$ cat config.mk
export PLATFORM = sky130hd
export DESIGN_NAME = dedup_move_to_front_list
export DESIGN_NICKNAME = d
export VERILOG_FILES = /design/src/rtl/core/dmtf_pkg.sv /design/src/rtl/core/dmtf_ram.sv /design/src/rtl/core/dmtf_ctrl.sv /design/src/rtl/core/dedup_move_to_front_list.sv
export SDC_FILE = /design/constraint.sdc
export NUM_CORES = 2
export LEC_CHECK = 0
export ABC_AREA = 1
export ABC_CLOCK_PERIOD_IN_PS = 6250
export BUFFER_PORTS_ARGS = -buffer_cell sky130_fd_sc_hd__buf_2
export CORE_MARGIN = 8
export CORE_UTILIZATION = 50
export CTS_BUF_LIST = sky130_fd_sc_hd__clkbuf_4 sky130_fd_sc_hd__clkbuf_8
export DETAILED_ROUTE_END_ITERATION = 8
export HOLD_SLACK_MARGIN = 0.1
export PLACE_DENSITY = 0.68
export RECOVER_POWER = 100
export SYNTH_ARGS = -nofsm -noshare
export SYNTH_HDL_FRONTEND = slang
export SYNTH_SLANG_ARGS = --single-unit
export TNS_END_PERCENT = 50
$ cat constraint.sdc
create_clock -name clk -period 6.25 [get_ports clk]
set_clock_uncertainty 0.15 [all_clocks]
set_input_delay 0.625 -clock clk [delete_from_list [all_inputs] [get_ports clk]]
set_output_delay 0.625 -clock clk [all_outputs]
set_load 0.1 [all_outputs]
$ cat src/rtl/core/dmtf_pkg.sv
// ----------------------------------------------------------------------------
// dmtf_pkg
// item kinds, status codes and the result bundle of the move-to-front list
// ----------------------------------------------------------------------------
package dmtf_pkg;

  localparam int KEY_W   = 64;
  localparam int PAY_W   = 32;
  localparam int POS_W   = 5;
  localparam int COUNT_W = 6;

  localparam logic [1:0] KIND_RECORD = 2'd0;
  localparam logic [1:0] KIND_READ   = 2'd1;
  localparam logic [1:0] KIND_CLEAR  = 2'd2;

  localparam logic [1:0] ST_DONE      = 2'd0;
  localparam logic [1:0] ST_EMPTY_KEY = 2'd1;
  localparam logic [1:0] ST_BEYOND    = 2'd2;

  typedef struct packed {
    logic [1:0]         status;
    logic               was_present;
    logic [COUNT_W-1:0] entry_count;
    logic [KEY_W-1:0]   read_key;
    logic [PAY_W-1:0]   read_payload;
  } result_t;

endpackage

$ cat src/rtl/core/dmtf_ram.sv
// ----------------------------------------------------------------------------
// dmtf_ram
// simple dual-port ram, one write and one registered read, read-first
// ----------------------------------------------------------------------------
module dmtf_ram #(
  parameter int WIDTH = 32,
  parameter int DEPTH = 32
) (
  input  logic                     clk,
  input  logic                     we,
  input  logic [$clog2(DEPTH)-1:0] waddr,
  input  logic [WIDTH-1:0]         wdata,
  input  logic [$clog2(DEPTH)-1:0] raddr,
  output logic [WIDTH-1:0]         rdata
);

  logic [WIDTH-1:0] mem [DEPTH];

  always_ff @(posedge clk) begin
    if (we) begin
      mem[waddr] <= wdata;
    end
    rdata <= mem[raddr];
  end

endmodule

$ cat src/rtl/core/dmtf_ctrl.sv
// ----------------------------------------------------------------------------
// dmtf_ctrl
// sequencer: search-and-shift pass over the list memories, front write,
// position read and result assembly
// ----------------------------------------------------------------------------
module dmtf_ctrl import dmtf_pkg::*; #(
  parameter int LIST_DEPTH = 32
) (
  input  logic                          clk,
  input  logic                          rst,
  input  logic                          item_valid,
  output logic                          item_ready,
  input  logic [1:0]                    kind,
  input  logic [KEY_W-1:0]              entry_key,
  input  logic [PAY_W-1:0]              entry_payload,
  input  logic [POS_W-1:0]              position,
  input  logic                          out_free,
  output logic                          res_valid,
  output result_t                       res,
  output logic                          mem_we,
  output logic [$clog2(LIST_DEPTH)-1:0] mem_waddr,
  output logic [$clog2(LIST_DEPTH)-1:0] mem_raddr,
  output logic [KEY_W-1:0]              mem_wkey,
  output logic [PAY_W-1:0]              mem_wpay,
  input  logic [KEY_W-1:0]              mem_rkey,
  input  logic [PAY_W-1:0]              mem_rpay
);

  localparam int AW = $clog2(LIST_DEPTH);
  localparam int CW = $clog2(LIST_DEPTH + 1);
  localparam int PW = (CW > POS_W) ? CW : POS_W;
  localparam logic [AW-1:0] LAST_IDX = AW'(LIST_DEPTH - 1);
  localparam logic [CW-1:0] FULL_CNT = CW'(LIST_DEPTH);

  localparam logic [2:0] S_IDLE  = 3'd0;
  localparam logic [2:0] S_SCAN  = 3'd1;
  localparam logic [2:0] S_FRONT = 3'd2;
  localparam logic [2:0] S_RDATA = 3'd3;
  localparam logic [2:0] S_FIN   = 3'd4;

  logic [2:0]       state;
  logic [1:0]       kind_r;
  logic [KEY_W-1:0] key_r;
  logic [PAY_W-1:0] payload_r;
  logic [POS_W-1:0] pos_r;
  logic [AW-1:0]    idx;
  logic             hit;
  logic [CW-1:0]    count;
  logic [CW-1:0]    count_next;

  logic          accept;
  logic          match;
  logic          at_tail;
  logic [AW-1:0] idx_inc;
  logic          pos_ok;

  assign item_ready = (state == S_IDLE);
  assign accept     = item_valid && item_ready;
  assign match      = (mem_rkey == key_r);
  assign idx_inc    = idx + AW'(1);
  assign at_tail    = ((CW'(idx) + CW'(1)) == count);
  assign pos_ok     = (PW'(position) < PW'(count));

  // memory access
  always_comb begin
    mem_raddr = '0;
    mem_we    = 1'b0;
    mem_waddr = '0;
    mem_wkey  = mem_rkey;
    mem_wpay  = mem_rpay;
    case (state)
      S_IDLE: begin
        if (kind == KIND_READ) begin
          mem_raddr = AW'(position);
        end
      end
      S_SCAN: begin
        // read ahead while the current entry shifts back one place
        mem_raddr = idx_inc;
        mem_waddr = idx_inc;
        mem_we    = !match && (idx != LAST_IDX);
      end
      S_FRONT: begin
        mem_we   = out_free;
        mem_wkey = key_r;
        mem_wpay = payload_r;
      end
      S_RDATA: begin
        mem_raddr = AW'(pos_r);
      end
      default: begin
        mem_raddr = '0;
      end
    endcase
  end

  // result assembly
  always_comb begin
    count_next       = count;
    res_valid        = 1'b0;
    res.status       = ST_DONE;
    res.was_present  = 1'b0;
    res.read_key     = '0;
    res.read_payload = '0;
    case (state)
      S_FRONT: begin
        res_valid       = out_free;
        res.was_present = hit;
        if (!hit && (count != FULL_CNT)) begin
          count_next = count + CW'(1);
        end
      end
      S_RDATA: begin
        res_valid        = out_free;
        res.read_key     = mem_rkey;
        res.read_payload = mem_rpay;
      end
      S_FIN: begin
        res_valid = out_free;
        case (kind_r)
          KIND_RECORD: res.status = ST_EMPTY_KEY;
          KIND_READ:   res.status = ST_BEYOND;
          KIND_CLEAR:  count_next = '0;
          default:     res.status = ST_DONE;
        endcase
      end
      default: begin
        res_valid = 1'b0;
      end
    endcase
    res.entry_count = COUNT_W'(count_next);
  end

  always_ff @(posedge clk) begin
    if (rst) begin
      state <= S_IDLE;
      count <= '0;
    end else begin
      case (state)
        S_IDLE: begin
          if (accept) begin
            if (kind == KIND_RECORD && entry_key != '0) begin
              state <= (count == '0) ? S_FRONT : S_SCAN;
            end else if (kind == KIND_READ && pos_ok) begin
              state <= S_RDATA;
            end else begin
              state <= S_FIN;
            end
          end
        end
        S_SCAN: begin
          if (match || at_tail) begin
            state <= S_FRONT;
          end
        end
        S_FRONT, S_RDATA, S_FIN: begin
          if (out_free) begin
            state <= S_IDLE;
            count <= count_next;
          end
        end
        default: begin
          state <= S_IDLE;
        end
      endcase
    end
  end

  always_ff @(posedge clk) begin
    if (accept) begin
      kind_r    <= kind;
      key_r     <= entry_key;
      payload_r <= entry_payload;
      pos_r     <= position;
      idx       <= '0;
      hit       <= 1'b0;
    end else if (state == S_SCAN) begin
      if (match) begin
        hit <= 1'b1;
      end else begin
        idx <= idx_inc;
      end
    end
  end

endmodule

$ cat src/rtl/core/dedup_move_to_front_list.sv
// ----------------------------------------------------------------------------
// dedup_move_to_front_list
// bounded most-recent-first list of keyed entries with move-to-front on a
// repeated key, position read and clear
//
//   channel  | handshake                  | beat
//   item     | item_valid / item_ready    | kind, entry_key, entry_payload, position
//   result   | result_valid / result_ready| status, was_present, entry_count,
//            |                            | read_key, read_payload
//
// a record searches the stored entries: the key memory read port walks
// the list one entry per cycle, shifting back as it goes, then the new
// front entry is written. reset clears the count and the result valid
// flag; memories and the result fields are not cleared. a full result
// register stalls the last step of an item; a new item is still taken
// while a result waits.
// ----------------------------------------------------------------------------
module dedup_move_to_front_list import dmtf_pkg::*; #(
  parameter int LIST_DEPTH = 32
) (
  input  logic               clk,
  input  logic               rst,
  input  logic               item_valid,
  output logic               item_ready,
  input  logic [1:0]         kind,
  input  logic [KEY_W-1:0]   entry_key,
  input  logic [PAY_W-1:0]   entry_payload,
  input  logic [POS_W-1:0]   position,
  output logic               result_valid,
  input  logic               result_ready,
  output logic [1:0]         status,
  output logic               was_present,
  output logic [COUNT_W-1:0] entry_count,
  output logic [KEY_W-1:0]   read_key,
  output logic [PAY_W-1:0]   read_payload
);

  localparam int AW = $clog2(LIST_DEPTH);

  logic          out_free;
  logic          res_valid;
  result_t       res;
  result_t       res_q;
  logic          mem_we;
  logic [AW-1:0] mem_waddr;
  logic [AW-1:0] mem_raddr;
  logic [KEY_W-1:0] mem_wkey;
  logic [KEY_W-1:0] mem_rkey;
  logic [PAY_W-1:0] mem_wpay;
  logic [PAY_W-1:0] mem_rpay;

  assign out_free = !result_valid || result_ready;

  dmtf_ctrl #(.LIST_DEPTH(LIST_DEPTH)) u_ctrl (
    .clk           (clk),
    .rst           (rst),
    .item_valid    (item_valid),
    .item_ready    (item_ready),
    .kind          (kind),
    .entry_key     (entry_key),
    .entry_payload (entry_payload),
    .position      (position),
    .out_free      (out_free),
    .res_valid     (res_valid),
    .res           (res),
    .mem_we        (mem_we),
    .mem_waddr     (mem_waddr),
    .mem_raddr     (mem_raddr),
    .mem_wkey      (mem_wkey),
    .mem_wpay      (mem_wpay),
    .mem_rkey      (mem_rkey),
    .mem_rpay      (mem_rpay)
  );

  dmtf_ram #(.WIDTH(KEY_W), .DEPTH(LIST_DEPTH)) u_key_ram (
    .clk   (clk),
    .we    (mem_we),
    .waddr (mem_waddr),
    .wdata (mem_wkey),
    .raddr (mem_raddr),
    .rdata (mem_rkey)
  );

  dmtf_ram #(.WIDTH(PAY_W), .DEPTH(LIST_DEPTH)) u_pay_ram (
    .clk   (clk),
    .we    (mem_we),
    .waddr (mem_waddr),
    .wdata (mem_wpay),
    .raddr (mem_raddr),
    .rdata (mem_rpay)
  );

  // output register
  always_ff @(posedge clk) begin
    if (rst) begin
      result_valid <= 1'b0;
    end else if (res_valid) begin
      result_valid <= 1'b1;
    end else if (result_ready) begin
      result_valid <= 1'b0;
    end
  end

  always_ff @(posedge clk) begin
    if (res_valid) begin
      res_q <= res;
    end
  end

  assign status       = res_q.status;
  assign was_present  = res_q.was_present;
  assign entry_count  = res_q.entry_count;
  assign read_key     = res_q.read_key;
  assign read_payload = res_q.read_payload;

endmodule

# Word level (Yosys, flattened, before mapping)
# Memory sizes are Yosys's and may differ from the RTL's. A register that Yosys moved wholly into a read port is not among the register bits.
# Index checks and enable logic that the tools add are counted.
[classes]
bitwise_logic = 1
eq_ne = 14
n_mux = 22
add_sub_neg = 3
n_reduce_logical = 21
magnitude_cmp = 1
[ops]
columns = ["operator", "n"]
rows = [
  ["$eq A64 B64 Y1", 1],
  ["$mux W64", 1],
  ["$reduce_bool A64 Y1", 1],
  ["$mux W32", 1],
  ["$mux W3", 5],
  ["$pmux W5 S3", 1],
  ["$mux W6", 2],
  ["$pmux W6 S2", 1],
  ["$mux W5", 2],
  ["$pmux W3 S3", 1],
  ["$add A5 B1 Y6 const B", 1],
  ["$add A6 B1 Y6 const B", 1],
  ["$eq A3 B2 Y1 const B", 2],
  ["$eq A6 B6 Y1", 1],
  ["$logic_not A6 Y1", 1],
  ["$lt A5 B6 Y1", 1],
  ["$ne A6 B6 Y1 const B", 1],
  ["$reduce_and A2 Y1", 3],
  ["$add A5 B1 Y5 const B", 1],
  ["$logic_and A1 B1 Y1", 5],
  ["$mux W1", 5],
  ["$ne A5 B5 Y1 const B", 1],
  ["$eq A2 B1 Y1 const B", 2],
  ["$logic_not A2 Y1", 2],
  ["other kinds (15)", 19],
]
[word_totals]
regBits = 224
mem_bits_rw = 3072
memories = 2
word_cells = 78
in_bits = 107
output_inout_bits = 107
[mem_list]
columns = ["memory", "words", "word_bits", "rd", "rd_ports_with_merged_regs", "wr", "line", "text"]
rows = [
  ["u_key_ram.mem", 32, 64, 1, 1, 1, "dmtf_ram.sv:17", "logic [WIDTH-1:0] mem [DEPTH];"],
  ["u_pay_ram.mem", 32, 32, 1, 1, 1, "dmtf_ram.sv:17", ""],
]

# Logic depth before layout (Yosys ltp)
[logic_depth]
depth_word = 6
depth_mapped = 17
depth_no_buf = 14

# Modules after synthesis
# A second synthesis with hierarchy kept.
[unflattened]
hier_cells = 11485
hier_area_um2 = 136029.2
[modules_own_cells]
columns = ["mod", "n_inst", "cells_each", "area_per_inst_um2", "seq_area_each_um2"]
rows = [
  ["dmtf_ram (u_key_ram)", 1, 6768, 82990.8, 62780.2],
  ["dmtf_ram (u_pay_ram)", 1, 3536, 42405.7, 31390.1],
  ["dmtf_ctrl", 1, 1071, 7437.1, 3393.3],
  ["dedup_move_to_front_list", 1, 110, 3195.6, 3173.0],
]

# Worst setup path before layout
# OpenSTA, ideal clock, no wires.
[synth_path]
path_kind = "reg-to-reg"
start = "register u_ctrl.key_r[32]"
end = "memory u_key_ram.mem[0][0] (netlist name), enable pin"
required_ns = 5.548
arrival_time_ns = 5.476
path_slack_ns = 0.072
setup_ns = 0.552
synth_period_minus_slack_ns = 6.178
stages_incl_launch_ff = 14
n_path_buf = 0
path_cell_list = "edfxtp_1 -> inv_1 -> nand2_1 -> nand2_1 -> nor2_1 -> nand2_1 -> nor2_1 -> nand2_1 -> nor2_1 -> nand2_1 -> nand2_1 -> o21ai_0 -> nand2_1 -> nor2_1"
[synth_via]
elab_chain_len = 6
[synth_rtl]
columns = ["element", "line", "text"]
rows = [
  ["start: declaration", "dmtf_ctrl.sv:43", "logic [KEY_W-1:0] key_r;"],
  ["start signal: assignment", "dmtf_ctrl.sv:172", "key_r <= entry_key;"],
  ["$eq A64 B64 Y1", "dmtf_ctrl.sv:59", "assign match = (mem_rkey == key_r);"],
  ["$logic_not A1 Y1", "dmtf_ctrl.sv:81", "mem_we = !match && (idx != LAST_IDX);"],
  ["$logic_and A1 B1 Y1", "dmtf_ctrl.sv:81", ""],
  ["$pmux W1 S2", "dmtf_ctrl.sv:71", "case (state)"],
  ["$mux W1", "dmtf_ram.sv:20", "if (we) begin"],
  ["$mux W1 (not written as such)", "dmtf_ram.sv:21", "mem[waddr] <= wdata;"],
  ["end: declaration", "dmtf_ram.sv:17", ""],
]
# Every way passes these cells.

# Worst setup path in the final report
[layout_path]
start = "register u_ctrl.key_r[2]"
end = "memory u_pay_ram.mem[42][26] (netlist: u_pay_ram.mem[21][26]), enable pin"
[layout_via]
elab_chain_len = 6
[layout_rtl]
columns = ["element", "line"]
rows = [
  ["$eq A64 B64 Y1", "dmtf_ctrl.sv:59"],
  ["$logic_not A1 Y1", "dmtf_ctrl.sv:81"],
  ["$logic_and A1 B1 Y1", "dmtf_ctrl.sv:81"],
  ["$pmux W1 S2", "dmtf_ctrl.sv:71"],
  ["$mux W1", "dmtf_ram.sv:20"],
  ["$mux W1 (not written as such)", "dmtf_ram.sv:21"],
  ["end: declaration", "dmtf_ram.sv:17"],
]
# Every way passes these cells.

==> impl_metrics.py <==
metrics = {
    "status": {
        "status": "finished with violations",
        "violations": "max-capacitance violations, max-slew violations",
    },
    "place": {
        "post-place-ws_ns": 1.999,
        "gp_congestion": 0.8003,
        "dp_cells": 17996,
        "placed_cell_area_um2": 153000,
        "hpwl_mm": 206.9,
        "io_buffers": 213,
    },
    "detailed_routing": {
        "wirelength_mm": 400.6,
        "drt_first_pass_iters": 6,
        "wl_per_cell_um": 20.85,
        "drtIter0Drc": 11521,
        "vias": 100745,
        "antenna_left": 0,
        "drc": 0,
        "via_per_inst": 5.245,
    },
    "flow_run": {
        "maxCapViolations": 91,
    },
    "pwr": {
        "comb_power_share": 0.322,
        "swShare": 0.3794,
        "clkPwrFrac": 0.261,
        "ir_worst_vdd_mv": 0.3341,
        "p_leak_nw": 71.21,
        "seq_power_share": 0.417,
        "switchingPower_mw": 28.73,
        "intPower_mw": 47.00,
        "p_per_area_nw_per_um2": 458.7,
    },
    "clocking": {
        "clkTransAtPathRegs_ns": 0.06,
        "cts_root_buf": "clkbuf_8",
        "cts_tree": "done",
        "cts_buffer_depth": 4,
        "cts.sinks": 3392,
        "clk_latency_ns": 1.18,
        "cts_buffers": 563,
        "cts_setup_buffers": 0,
        "h-tree-depth": 6,
    },
    "worst_setup_path": {
        "cpPeakStageDelay_ns": 1.95,
        "critPathBufInv": 2,
        "worstReg2RegStart": "u_ctrl.key_r[2]",
        "path_class": "flip-flop to flip-flop",
        "end_kind": "flip-flop",
        "arrival_ns": 5.91,
        "cp-start-kind": "flip-flop",
        "cp_common_cell": "nand2_1",
        "ff2ff_setup_slack_ns": 0.96,
        "cp_slowest_cell": "nor2_1",
        "path_depth": 14,
        "required_ns": 6.88,
        "r2r_end": "u_pay_ram.mem[21][26]",
        "crit_chain": "inv_1 > nand2_1 > nand2_1 > nor2_1 > nand2_1 > nor2_1 > nand2_1 > nor2_1 > nand2_1 > nand2_1 > o21ai_0 > nand2_1 > nor2_1 > buf_12",
        "path_max_fanout": 33,
        "cp_top_family": "simple AND/OR/NAND/NOR gates",
        "rr_worst_depth": 14,
    },
    "logic_synthesis": {
        "synth_ff_type": "edfxtp_1",
        "yosysSeqAreaShare": 0.6886,
        "synth_nets": 14410,
        "synth_seq_cells": 3392,
        "yosysWarnings": 0,
        "synth_area_um2": 146300,
        "async_flop_share": 0,
        "synth_cells": 14295,
        "avgSynthCellArea_um2": 10.23,
        "ys_types": 29,
        "yosys.area.top_type": "edfxtp_1",
        "synth_edf_count": 3280,
        "synth_area_leaders": "edfxtp_1 (67%), nand2_1 (9.8%), nand3_1 (9.2%)",
        "yosys.area.top_type_share": 0.6733,
    },
    "finish": {
        "area_growth_pct": 12.85,
        "nNetsFinal": 14985,
        "design_area_um2": 165100,
        "final_cell_mix": "nand2_1 (3825), edfxtp_1 (3280), inv_1 (3169)",
        "final_cells": 19209,
        "fin_util": 0.5671,
        "multi_input_area_um2": 30540,
        "layout_commonest_cell": "nand2_1",
        "seqCellArea_um2": 100700,
        "drive_above_1_share": 0.08238,
        "nFillCells": 24374,
    },
    "global_route": {
        "grt_pass1_vias": 96679,
        "grt_pass1_wl_mm": 598.7,
        "grt_use_total": 0.2513,
        "grt_max_degree": 159,
        "grt_overflow_total": 0,
        "antenna_found_initial": 10,
    },
    "timing": {
        "slew_violations": 3324,
        "slew_headroom": -1.162,
        "finalSetupTns_ns": 0,
        "tightest_slew_ns": 3.209,
        "post-route-min-period_ns": 5.289,
        "fmax_ghz": 0.1891,
        "rsz0062_at_grt": "false",
        "post-route-period-util": 0.8462,
        "finalSetupViolCount": 0,
        "timing.final.ws_setup_ns": 0.9612,
        "hold_viol": 0,
    },
    "hold_path": {
        "worstHoldPathCells": 5,
        "hp-class": "primary input to flip-flop",
        "min_from": "rst",
        "min_to": "u_ctrl.count[4]",
    },
    "die": {
        "die_w_um": 556.9,
        "row_count": 198,
        "coreArea_um2": 291100,
        "die_y_um": 556.9,
        "start_util": 0.5025,
        "ios": 214,
        "dieArea_um2": 310100,
    },
}
-- cell type report --
type | count | area share
timing repair buffer | 698 | 0.03414
clock buffer | 821 | 0.06075
clock inverter | 181 | 0.007867
tap | 3900 | 0.02956
inverter | 3177 | 0.07243
antenna | 2 | 0.00003032
sequential | 3392 | 0.6102
multi-input combinational | 7038 | 0.1850
-- synthesized netlist by cell type (2+ instances only) --
cell type and count:
nor2_1 243, nand2_1 3825, nand2_2 2, ha_1 8
a22oi_1 2, nor2_4 2, dfxtp_1 112, o211ai_1 2
o21ai_0 112, clkbuf_1 162, buf_2 473, nand3_1 2701
or2_2 96, nor3_1 7, xor2_1 13, buf_4 7
a21oi_1 14, buf_1 45, inv_1 3170, nand4_1 5
inv_2 7, edfxtp_1 3280
-- tightest hold or removal path, delay by kind of cell --
kind | cells | cell delay (ns)
AO/OA/AOI/OAI | 2 | 0.12
buffers and inverters | 3 | 0.75
-- per-stage QoR --
| step | total power, mW | hold WS [ns] |
|---|---|---|
| 2_1_floorplan | 47.70 | 0.3059 |
| 3_3_place_gp | 56.15 | 0.3384 |
| 3_5_place_dp | 56.44 | 0.3430 |
| 4_1_cts | 76.20 | 0.1031 |
| 5_1_grt | 79.30 | 0.2710 |
| 6_report | 75.73 | 0.2601 |
-- cell families (layout without fill, tap and decap cells) --
kind of cell,after synthesis,after routing,synth area share
XOR/XNOR,14,14,0.0008382
buffers and inverters,3865,4877,0.1035
AND/OR/NAND/NOR,6882,6882,0.2016
other,0,2,0
adder cells (fa/ha/maj),8,8,0.0006843
AO/OA/AOI/OAI,134,134,0.004764
flip-flops,3392,3392,0.6886
-- worst max path at each step --
| stage | slack, ns | startpoint | endpoint |
|---|---|---|---|
| after floorplan | 0.07 | u_ctrl.key_r[32] | u_key_ram.mem[0][0] |
| after global placement | 2.00 | u_ctrl.key_r[59] | u_pay_ram.mem[21][24] |
| after detailed placement | 2.00 | u_ctrl.key_r[2] | u_pay_ram.mem[16][17] |
| after CTS | 1.93 | u_ctrl.key_r[2] | u_pay_ram.mem[16][17] |
| after global routing | 0.83 | u_ctrl.key_r[2] | u_pay_ram.mem[21][26] |
| final | 0.96 | u_ctrl.key_r[2] | u_pay_ram.mem[21][26] |
-- flip-flops by register name, indices dropped and copies added (netlist names) --
signal            cells
result_valid          1
u_ctrl.kind_r         2
u_ctrl.key_r         64
u_ctrl.hit            1
u_ctrl.pos_r          5
u_ctrl.state          3
u_ctrl.payload_r     32
read_key             64
u_pay_ram.mem      1024
entry_count           6
u_pay_ram.rdata      32
status                2
was_present           1
u_key_ram.mem      2048
read_payload         32
u_key_ram.rdata      64
u_ctrl.idx            5
u_ctrl.count          6
-- routing by layer --
layer / vias to the layer above / wire (um) / GRT usage
met5: - / 21 / 0
li1: 46885 / - / -
met3: 861 / 35420 / 0.03674
met1: 48083 / 163800 / 0.3469
met2: 4912 / 187900 / 0.4102
met4: 4 / 13460 / 0.08721
-- power groups by stage --
stage | Combinational (mW) | Sequential (mW) | Clock [mW]
after floorplan | 14.1 | 33.6 | 0
after global placement | 24.5 | 31.6 | 0
after detailed placement | 24.8 | 31.7 | 0
after CTS | 25.0 | 31.2 | 20.0
after global routing | 26.6 | 31.7 | 21.0
final | 24.4 | 31.6 | 19.8
-- repair_timing --
| action | CTS | global route |
|---|---|---|
| hold buffers | 209 | 0 |
| gates resized for setup | 0 | 0 |
| endpoints found under the hold margin | 145 | 0 |
No activity file was read; power rests on OpenSTA's default activity.
